## config.mk

```make
export PLATFORM = sky130hd
export DESIGN_NAME = alarm_table_matcher
export DESIGN_NICKNAME = d
export VERILOG_FILES = /design/src/rtl/atm_pkg.sv /design/src/rtl/alarm_table_matcher.sv /design/src/rtl/atm_cell.sv
export VERILOG_INCLUDE_DIRS = /design/src /design/src/rtl
export SDC_FILE = /design/constraint.sdc
export NUM_CORES = 1
export LEC_CHECK = 0
export BUFFER_PORTS_ARGS = -buffer_cell sky130_fd_sc_hd__buf_2
export CAP_MARGIN = 10
export CELL_PAD_IN_SITES_DETAIL_PLACEMENT = 0
export CELL_PAD_IN_SITES_GLOBAL_PLACEMENT = 1
export CORE_MARGIN = 4
export CORE_UTILIZATION = 45
export CTS_CLUSTER_DIAMETER = 120
export CTS_CLUSTER_SIZE = 30
export DETAILED_ROUTE_END_ITERATION = 16
export GPL_TIMING_DRIVEN = 0
export PLACE_DENSITY_LB_ADDON = 0.1
export SKIP_CTS_REPAIR_TIMING = 1
export SLEW_MARGIN = 20
export SYNTH_ARGS = -nofsm -noshare
export SYNTH_HDL_FRONTEND = slang
export SYNTH_SLANG_ARGS = --single-unit
```

## constraint.sdc

```tcl
create_clock -name clock -period 6.8 [get_ports clock]
set_input_delay 1.36 -clock clock [delete_from_list [all_inputs] [get_ports clock]]
set_output_delay 1.36 -clock clock [all_outputs]
set_load 0.005 [all_outputs]
```

## src/rtl/alarm_table_matcher_macros.svh

```systemverilog
// Assertion macros for the alarm table matcher.
// Used by the top level only; no other dependencies.
`ifndef ALARM_TABLE_MATCHER_MACROS_SVH
`define ALARM_TABLE_MATCHER_MACROS_SVH

`ifndef SYNTHESIS
// Property that must hold at every clock edge outside reset.
`define ATM_ASSERT(lbl, prop, msg) \
   lbl: assert property (@(posedge clock) disable iff (reset) (prop)) else $error(msg);
// Condition that must never be seen outside reset.
`define ATM_ASSERT_NEVER(lbl, expr, msg) \
   lbl: assert property (@(posedge clock) disable iff (reset) !(expr)) else $error(msg);
`else
`define ATM_ASSERT(lbl, prop, msg)
`define ATM_ASSERT_NEVER(lbl, expr, msg)
`endif

`endif

```

## src/rtl/atm_pkg.sv

```systemverilog
// Shared types and constants for the alarm table matcher.
// Used by atm_cell and alarm_table_matcher; depends on nothing.
`default_nettype none

package atm_pkg;

   localparam int NUM_ALARMS       = 8;
   localparam int COUNT_W          = $clog2(NUM_ALARMS + 1);
   localparam int CMP_W            = (COUNT_W > 4) ? COUNT_W : 4;
   localparam int TIMEOUT_W        = 11;
   localparam int TIMEOUT_RESET    = 30;
   localparam int HOURS_PER_DAY    = 24;
   localparam int MINUTES_PER_HOUR = 60;
   localparam int ELAPSED_W        = 13;

   typedef enum logic [2:0] {
      OP_TICK    = 3'd0,
      OP_ADD     = 3'd1,
      OP_MODIFY  = 3'd2,
      OP_SET_EN  = 3'd3,
      OP_CLEAR   = 3'd4,
      OP_ACK     = 3'd5
   } op_type;

   localparam logic [1:0] ERR_OK    = 2'd0;
   localparam logic [1:0] ERR_FULL  = 2'd1;
   localparam logic [1:0] ERR_INDEX = 2'd2;

   // Register index as decoded from the word address bit.
   localparam logic CSR_IDX_TIMEOUT = 1'b0;

   typedef struct packed {
      logic [2:0] opcode;
      logic [2:0] entry_index;
      logic [4:0] hour_value;
      logic [5:0] minute_value;
      logic       enable_value;
   } req_type;

   typedef struct packed {
      logic       start_ring;
      logic       stop_ring;
      logic       ringing;
      logic [3:0] alarm_count;
      logic [1:0] error_code;
   } rsp_type;

   // Item as it travels down the row of cells, gathering flags on the way.
   typedef struct packed {
      logic [2:0]         op;
      logic [2:0]         idx;
      logic [4:0]         hv;
      logic [5:0]         mv;
      logic               ev;
      logic [COUNT_W-1:0] count_before;
      logic [COUNT_W-1:0] count_after;
      logic [1:0]         err;
      logic               start;
      logic               stop;
      logic               any;
   } token_type;

endpackage

`default_nettype wire

```

## src/rtl/alarm_table_matcher.sv

```systemverilog
// Alarm table matcher: an item walks a row of NUM_ALARMS entry cells, one cell per cycle.
// An accepted item is registered in each cell in turn, then goes to the output register.
// Only one item is in the row at a time: a new one is accepted once the last has left it and the skid stage is empty.
// A finished result waits in an output register with one skid stage behind it.
// Synchronous active-high reset clears flags and the alarm count and sets the timeout to 30.
`default_nettype none
`include "alarm_table_matcher_macros.svh"

module alarm_table_matcher (
   input  wire                    clock,
   input  wire                    reset,
   input  wire                    req_valid,
   output logic                   req_ready,
   input  atm_pkg::req_type       req_payload,
   output logic                   rsp_valid,
   input  wire                    rsp_ready,
   output atm_pkg::rsp_type       rsp_payload,
   input  wire                    psel,
   input  wire                    penable,
   input  wire                    pwrite,
   input  wire  [2:0]             paddr,
   input  wire  [31:0]            pwdata,
   output logic [31:0]            prdata,
   output logic                   pready
);
   import atm_pkg::*;

   logic [TIMEOUT_W-1:0] timeout_ff, timeout_in;
   logic [COUNT_W-1:0]   count_ff, count_in;
   logic                 in_flight_ff, in_flight_in;
   logic                 rsp_valid_ff, rsp_valid_in;
   rsp_type              rsp_ff, rsp_in;
   logic                 skid_valid_ff, skid_valid_in;
   rsp_type              skid_ff, skid_in;

   token_type            chain_tok   [NUM_ALARMS+1];
   logic                 chain_valid [NUM_ALARMS+1];

   logic                 req_take, rsp_take, csr_write, chain_done;
   logic [COUNT_W-1:0]   count_after;
   logic [1:0]           err;
   logic [CMP_W-1:0]     done_count_ext;
   rsp_type              done_rsp;

   assign pready    = 1'b1;
   assign csr_write = psel && penable && pwrite && pready;
   assign prdata    = (paddr[2] == CSR_IDX_TIMEOUT) ? 32'(timeout_ff) : 32'd0;
   assign timeout_in = (csr_write && (paddr[2] == CSR_IDX_TIMEOUT)) ?
                       pwdata[TIMEOUT_W-1:0] : timeout_ff;

   assign req_ready  = !in_flight_ff && !skid_valid_ff;
   assign req_take   = req_valid && req_ready;
   assign rsp_take   = rsp_valid_ff && rsp_ready;
   assign chain_done = chain_valid[NUM_ALARMS];

   // Table-level checks and the new count are settled here; cells only see the outcome.
   always_comb begin
      count_after = count_ff;
      err         = ERR_OK;
      case (req_payload.opcode)
         OP_ADD: begin
            if (count_ff >= COUNT_W'(NUM_ALARMS)) begin
               err = ERR_FULL;
            end else begin
               count_after = count_ff + COUNT_W'(1);
            end
         end
         OP_MODIFY, OP_SET_EN: begin
            if (CMP_W'(req_payload.entry_index) >= CMP_W'(count_ff)) begin
               err = ERR_INDEX;
            end
         end
         OP_CLEAR: begin
            count_after = '0;
         end
         default: begin
         end
      endcase

      chain_valid[0]            = req_take;
      chain_tok[0].op           = req_payload.opcode;
      chain_tok[0].idx          = req_payload.entry_index;
      chain_tok[0].hv           = req_payload.hour_value;
      chain_tok[0].mv           = req_payload.minute_value;
      chain_tok[0].ev           = req_payload.enable_value;
      chain_tok[0].count_before = count_ff;
      chain_tok[0].count_after  = count_after;
      chain_tok[0].err          = err;
      chain_tok[0].start        = 1'b0;
      chain_tok[0].stop         = 1'b0;
      chain_tok[0].any          = 1'b0;
   end

   for (genvar k = 0; k < NUM_ALARMS; k++) begin : g_cell
      atm_cell u_cell (
         .clock         (clock),
         .reset         (reset),
         .cell_id       (COUNT_W'(k)),
         .timeout       (timeout_ff),
         .tok_in_valid  (chain_valid[k]),
         .tok_in        (chain_tok[k]),
         .tok_out_valid (chain_valid[k+1]),
         .tok_out       (chain_tok[k+1])
      );
   end

   always_comb begin
      done_count_ext        = CMP_W'(chain_tok[NUM_ALARMS].count_after);
      done_rsp.start_ring   = chain_tok[NUM_ALARMS].start;
      done_rsp.stop_ring    = chain_tok[NUM_ALARMS].stop;
      done_rsp.ringing      = chain_tok[NUM_ALARMS].any;
      done_rsp.alarm_count  = done_count_ext[3:0];
      done_rsp.error_code   = chain_tok[NUM_ALARMS].err;

      count_in      = req_take ? count_after : count_ff;
      in_flight_in  = in_flight_ff;
      rsp_valid_in  = rsp_valid_ff;
      rsp_in        = rsp_ff;
      skid_valid_in = skid_valid_ff;
      skid_in       = skid_ff;

      if (req_take) begin
         in_flight_in = 1'b1;
      end else if (chain_done) begin
         in_flight_in = 1'b0;
      end

      if (chain_done) begin
         if (!rsp_valid_ff || rsp_take) begin
            rsp_valid_in = 1'b1;
            rsp_in       = done_rsp;
         end else begin
            skid_valid_in = 1'b1;
            skid_in       = done_rsp;
         end
      end else if (rsp_take) begin
         if (skid_valid_ff) begin
            rsp_in        = skid_ff;
            skid_valid_in = 1'b0;
         end else begin
            rsp_valid_in = 1'b0;
         end
      end
   end

   always_ff @(posedge clock) begin
      if (reset) begin
         timeout_ff    <= TIMEOUT_W'(TIMEOUT_RESET);
         count_ff      <= '0;
         in_flight_ff  <= 1'b0;
         rsp_valid_ff  <= 1'b0;
         skid_valid_ff <= 1'b0;
      end else begin
         timeout_ff    <= timeout_in;
         count_ff      <= count_in;
         in_flight_ff  <= in_flight_in;
         rsp_valid_ff  <= rsp_valid_in;
         skid_valid_ff <= skid_valid_in;
      end
   end

   always_ff @(posedge clock) begin
      rsp_ff  <= rsp_in;
      skid_ff <= skid_in;
   end

   assign rsp_valid   = rsp_valid_ff;
   assign rsp_payload = rsp_ff;

   // A finished item must belong to one that was accepted and still counts as in flight.
   `ATM_ASSERT_NEVER(a_done_without_item, chain_done && !in_flight_ff, "item left row unowned")
   // The skid stage only fills behind a waiting result.
   `ATM_ASSERT(a_skid_behind_rsp, skid_valid_ff |-> rsp_valid_ff, "skid full, output empty")
   // The stored count never runs past the table size.
   `ATM_ASSERT(a_count_bound, count_ff <= COUNT_W'(NUM_ALARMS), "alarm count over table size")
   // An accepted item keeps the row busy on the following cycle.
   `ATM_ASSERT(a_accept_busy, req_take |=> in_flight_ff, "accepted item not in flight")

endmodule

`default_nettype wire

```

## src/rtl/atm_cell.sv

```systemverilog
// One alarm entry of the matcher row: holds the entry state, applies the
// passing item to it and hands the item on. Depends on atm_pkg.
`default_nettype none

module atm_cell (
   input  wire                               clock,
   input  wire                               reset,
   input  wire  [atm_pkg::COUNT_W-1:0]       cell_id,
   input  wire  [atm_pkg::TIMEOUT_W-1:0]     timeout,
   input  wire                               tok_in_valid,
   input  atm_pkg::token_type                tok_in,
   output logic                              tok_out_valid,
   output atm_pkg::token_type                tok_out
);
   import atm_pkg::*;

   logic [4:0]  hour_ff, hour_in;
   logic [5:0]  minute_ff, minute_in;
   logic        enabled_ff, enabled_in;
   logic        ringing_ff, ringing_in;
   logic        acked_ff, acked_in;
   logic        valid_ff;
   token_type   tok_ff, tok_in_nxt;

   logic [CMP_W-1:0]            id_ext, idx_ext, cb_ext, ca_ext;
   logic                        stored, addressed, matched, timed_out;
   logic signed [ELAPSED_W-1:0] hdiff, mdiff, elapsed, tmo_s;

   always_comb begin
      id_ext    = CMP_W'(cell_id);
      idx_ext   = CMP_W'(tok_in.idx);
      cb_ext    = CMP_W'(tok_in.count_before);
      ca_ext    = CMP_W'(tok_in.count_after);
      stored    = id_ext < cb_ext;
      addressed = stored && (id_ext == idx_ext);
      matched   = (tok_in.hv == hour_ff) && (tok_in.mv == minute_ff);

      // Elapsed minutes since the alarm time; an earlier hour means the day wrapped.
      if (tok_in.hv < hour_ff) begin
         hdiff = ELAPSED_W'(tok_in.hv) + ELAPSED_W'(HOURS_PER_DAY) - ELAPSED_W'(hour_ff);
      end else begin
         hdiff = ELAPSED_W'(tok_in.hv) - ELAPSED_W'(hour_ff);
      end
      mdiff     = ELAPSED_W'(tok_in.mv) - ELAPSED_W'(minute_ff);
      elapsed   = hdiff * $signed(ELAPSED_W'(MINUTES_PER_HOUR)) + mdiff;
      tmo_s     = ELAPSED_W'(timeout);
      timed_out = elapsed > tmo_s;

      hour_in    = hour_ff;
      minute_in  = minute_ff;
      enabled_in = enabled_ff;
      ringing_in = ringing_ff;
      acked_in   = acked_ff;
      tok_in_nxt = tok_in;

      if (tok_in_valid) begin
         case (tok_in.op)
            OP_TICK: begin
               if (stored && enabled_ff) begin
                  if (ringing_ff) begin
                     if (timed_out) begin
                        ringing_in      = 1'b0;
                        tok_in_nxt.stop = 1'b1;
                     end
                  end else if (matched) begin
                     if (!acked_ff) begin
                        ringing_in       = 1'b1;
                        tok_in_nxt.start = 1'b1;
                     end
                  end else begin
                     acked_in = 1'b0;
                  end
               end
            end
            OP_ADD: begin
               // The new entry goes right behind the last stored one.
               if (id_ext == cb_ext) begin
                  hour_in    = tok_in.hv;
                  minute_in  = tok_in.mv;
                  enabled_in = tok_in.ev;
                  ringing_in = 1'b0;
                  acked_in   = 1'b0;
               end
            end
            OP_MODIFY: begin
               if (addressed) begin
                  hour_in    = tok_in.hv;
                  minute_in  = tok_in.mv;
                  enabled_in = tok_in.ev;
                  acked_in   = 1'b0;
               end
            end
            OP_SET_EN: begin
               if (addressed) begin
                  enabled_in = tok_in.ev;
                  acked_in   = 1'b0;
               end
            end
            OP_CLEAR: begin
               ringing_in = 1'b0;
               acked_in   = 1'b0;
            end
            OP_ACK: begin
               if (stored && ringing_ff) begin
                  ringing_in      = 1'b0;
                  acked_in        = 1'b1;
                  tok_in_nxt.stop = 1'b1;
               end
            end
            default: begin
            end
         endcase

         if ((id_ext < ca_ext) && ringing_in) begin
            tok_in_nxt.any = 1'b1;
         end
      end
   end

   always_ff @(posedge clock) begin
      if (reset) begin
         ringing_ff <= 1'b0;
         acked_ff   <= 1'b0;
         valid_ff   <= 1'b0;
      end else begin
         ringing_ff <= ringing_in;
         acked_ff   <= acked_in;
         valid_ff   <= tok_in_valid;
      end
   end

   always_ff @(posedge clock) begin
      hour_ff    <= hour_in;
      minute_ff  <= minute_in;
      enabled_ff <= enabled_in;
      tok_ff     <= tok_in_nxt;
   end

   assign tok_out_valid = valid_ff;
   assign tok_out       = tok_ff;

endmodule

`default_nettype wire

```

==> metrics <==
status=completed; Vert. Die Dim=257 um; vias in the first global route=20300; sequential power share=0.155; clock root buffer master=clkbuf_16; CP Capture Type=flip-flop; PortBufs=58; most frequent CP cell=inv_1; #FFs+latches synth=382; Place WS=-0.871 ns; CTS tree=built; Worst Skew=0.0214 ns; Synth top area share=0.192; Main synth FF type=dfxtp_1; Slew HR=0.313; final setup margin=0.207 ns; layout cells sized above 1=0.111; initial core utilization=0.454; Comb power frac=0.770; WHS=0.333 ns; Final Max Tran Viols=0; RSZ-0062 raised after global routing=true; sw frac=0.459; Final Setup Violations=0; final core occ=0.505; critical path fanouts, max=4; Worst VDD drop=0.441 mV; fmax=152 MHz; Startpoint Class=input pin; Reg clk slew, reported paths=0.11 ns; area grow syn2layout=11.3%; DR pass1 iterations=5; area leader, netlist=dfxtp_1; DR DRC count=0; Leakage=14.1 nW; Mapped Area=28000 um2; Slowest Stage Delay on Critical Path=0.51 ns; Die Width=257 um; top-count cell post-synth=inv_1; Clk network pwr share=0.075; largest net degree at the start of global routing=32; Sw Pwr=7.43 mW; CP max stage cell=fa_1; Total Routing Usage GR=0.185; Detailed Route Iter0 Violations=940; row count=91; initial antenna violation count=1; max_cap viols=0; clock sinks=382; fin area=31100 um2; internal power=8.75 mW; Placed Area=29400 um2; Synth async-reset ratio=0; post-synthesis sequential area ratio=0.314; total core area=61600 um2; Data required, critical path=7.22 ns; Synth Instances=2892; first-pass GRT wire length=101 mm; htree depth=1; Post-synth top cells=inv_1, ha_1, dfxtp_1; clock latency on the worst-skew pair=0.54 ns; CP Class=input pin to flip-flop; total power=16.2 mW; P per Cell Area=520 nW/um2; post-DP HPWL=50.8 mm; average size of a mapped cell=9.67 um2; Overflow after GRT=0; n_diodes=0; wire length per cell=16.3 um; Clock Path Buffers=3; final period utilization=0.970; detailed-route via count=20200; worst slew pin tran=1.03 ns; post-route ant nets=0; Post-Route WL=63.2 mm; via/cell ratio=5.21; Min Clock Period, post-route=6.59 ns; Hold Path Class=flip-flop to flip-flop; area of the die=66200 um2; Num CTS Buffers=17; Placer Congestion=0.859; Worst Path Arrival=7.01 ns; Post-synth EDFFs=114; Yosys warning total=0; largest cells by area after synthesis=dfxtp_1, ha_1, edfxtp_1; synth unique cells=87; IO Count=104; Final Hold Vio Count=0; Layout Nets=3634
## registers in the layout (all words and copies together) (netlist names), 4 cells and up
signal                       count
timeout_ff                      11
g_cell.u_cell.tok_out          226
g_cell.u_cell.tok_out_valid      8
g_cell.u_cell.hour_ff           40
g_cell.u_cell.acked_ff           8
g_cell.u_cell.ringing_ff         8
rsp_payload                      9
count_ff                         4
g_cell.u_cell.minute_ff         48
skid_ff                          9
g_cell.u_cell.enabled_ff         8
## cells by family after synthesis
logic type	Yosys count	synth area share
AND/OR/NAND/NOR	564	0.104
flip-flops	382	0.314
multiplexers	12	0.00474
AO/OA/AOI/OAI	662	0.158
buffers and inverters	494	0.0696
other	2	0.000269
adder cells (fa/ha/maj)	542	0.275
XOR/XNOR	234	0.0743
## layout by cell type, fill, tap and decap left out, types with 38 or more instances in the layout
| master | count |
|---|---|
| inv_1 | 436 |
| ha_1 | 401 |
| dfxtp_1 | 261 |
| a21oi_1 | 164 |
| xnor2_1 | 163 |
| nor2_1 | 147 |
| fa_1 | 116 |
| edfxtp_1 | 114 |
| nand2_1 | 108 |
| a21o_1 | 90 |
| o21ai_0 | 79 |
| buf_4 | 67 |
| buf_2 | 59 |
| xor2_1 | 54 |
| o21bai_1 | 47 |
| nor3_1 | 46 |
| nand3_1 | 41 |
| nor2b_1 | 40 |
| nand4_1 | 38 |
## stage by stage
| stage | instances | setup TNS, ns |
|---|---|---|
| finish | 3880 | 0 |
| global route | 3880 | -0.368 |
| CTS | 3841 | -7.76 |
| detailed placement | 3811 | -8.57 |
| global placement | 3807 | -6.91 |
| floorplan | 2912 | 0 |
## final cells by class
cell class	instances	area (um2)
Fill cell	5761	30500
Inverter	444	1670
Multi-Input combinational cell	2036	18200
Buffer	50	295
Tap cell	837	1050
Clock inverter	4	53.8
Sequential cell	382	8800
Clock buffer	26	459
Timing Repair Buffer	101	626
## per-layer routing
layer / vias to the layer above / track usage / wire (um)
met1: 9627 / 0.231 / 27700
met5: - / 0 / 11
met3: 70 / 0.0170 / 1420
met2: 241 / 0.349 / 32800
li1: 10300 / - / -
met4: 2 / 0.0381 / 1350
## power groups by stage
stage	Combinational, mW	Clock, mW	Sequential [mW]
after floorplan	8.69	0	2.52
final	12.5	1.22	2.50
after CTS	11.1	1.27	2.50
after global routing	14.0	1.34	2.52
after detailed placement	11.0	0	2.56
after global placement	10.7	0	2.55
## worst paths after layout
path / from / to / slack, ns / cells past startpoint
max: req_payload[7] / g_cell[0].u_cell.ringing_ff / 0.21 / 29
min: g_cell[2].u_cell.tok_out[3] / g_cell[3].u_cell.tok_out[3] / 0.33 / 0
max reg2reg: g_cell[2].u_cell.tok_out[20] / g_cell[3].u_cell.tok_out[1] / 0.25 / 28
min reg2reg: g_cell[2].u_cell.tok_out[3] / g_cell[3].u_cell.tok_out[3] / 0.33 / 0
## worst max-delay path, delay by kind of cell
kind	cells	cell delay [ns]
AO/OA/AOI/OAI	7	1.19
XOR/XNOR	3	0.48
adder cells (fa/ha/maj)	8	2.57
buffers and inverters	6	0.49
AND/OR/NAND/NOR	5	0.93
(Power assumes the default switching activity.)
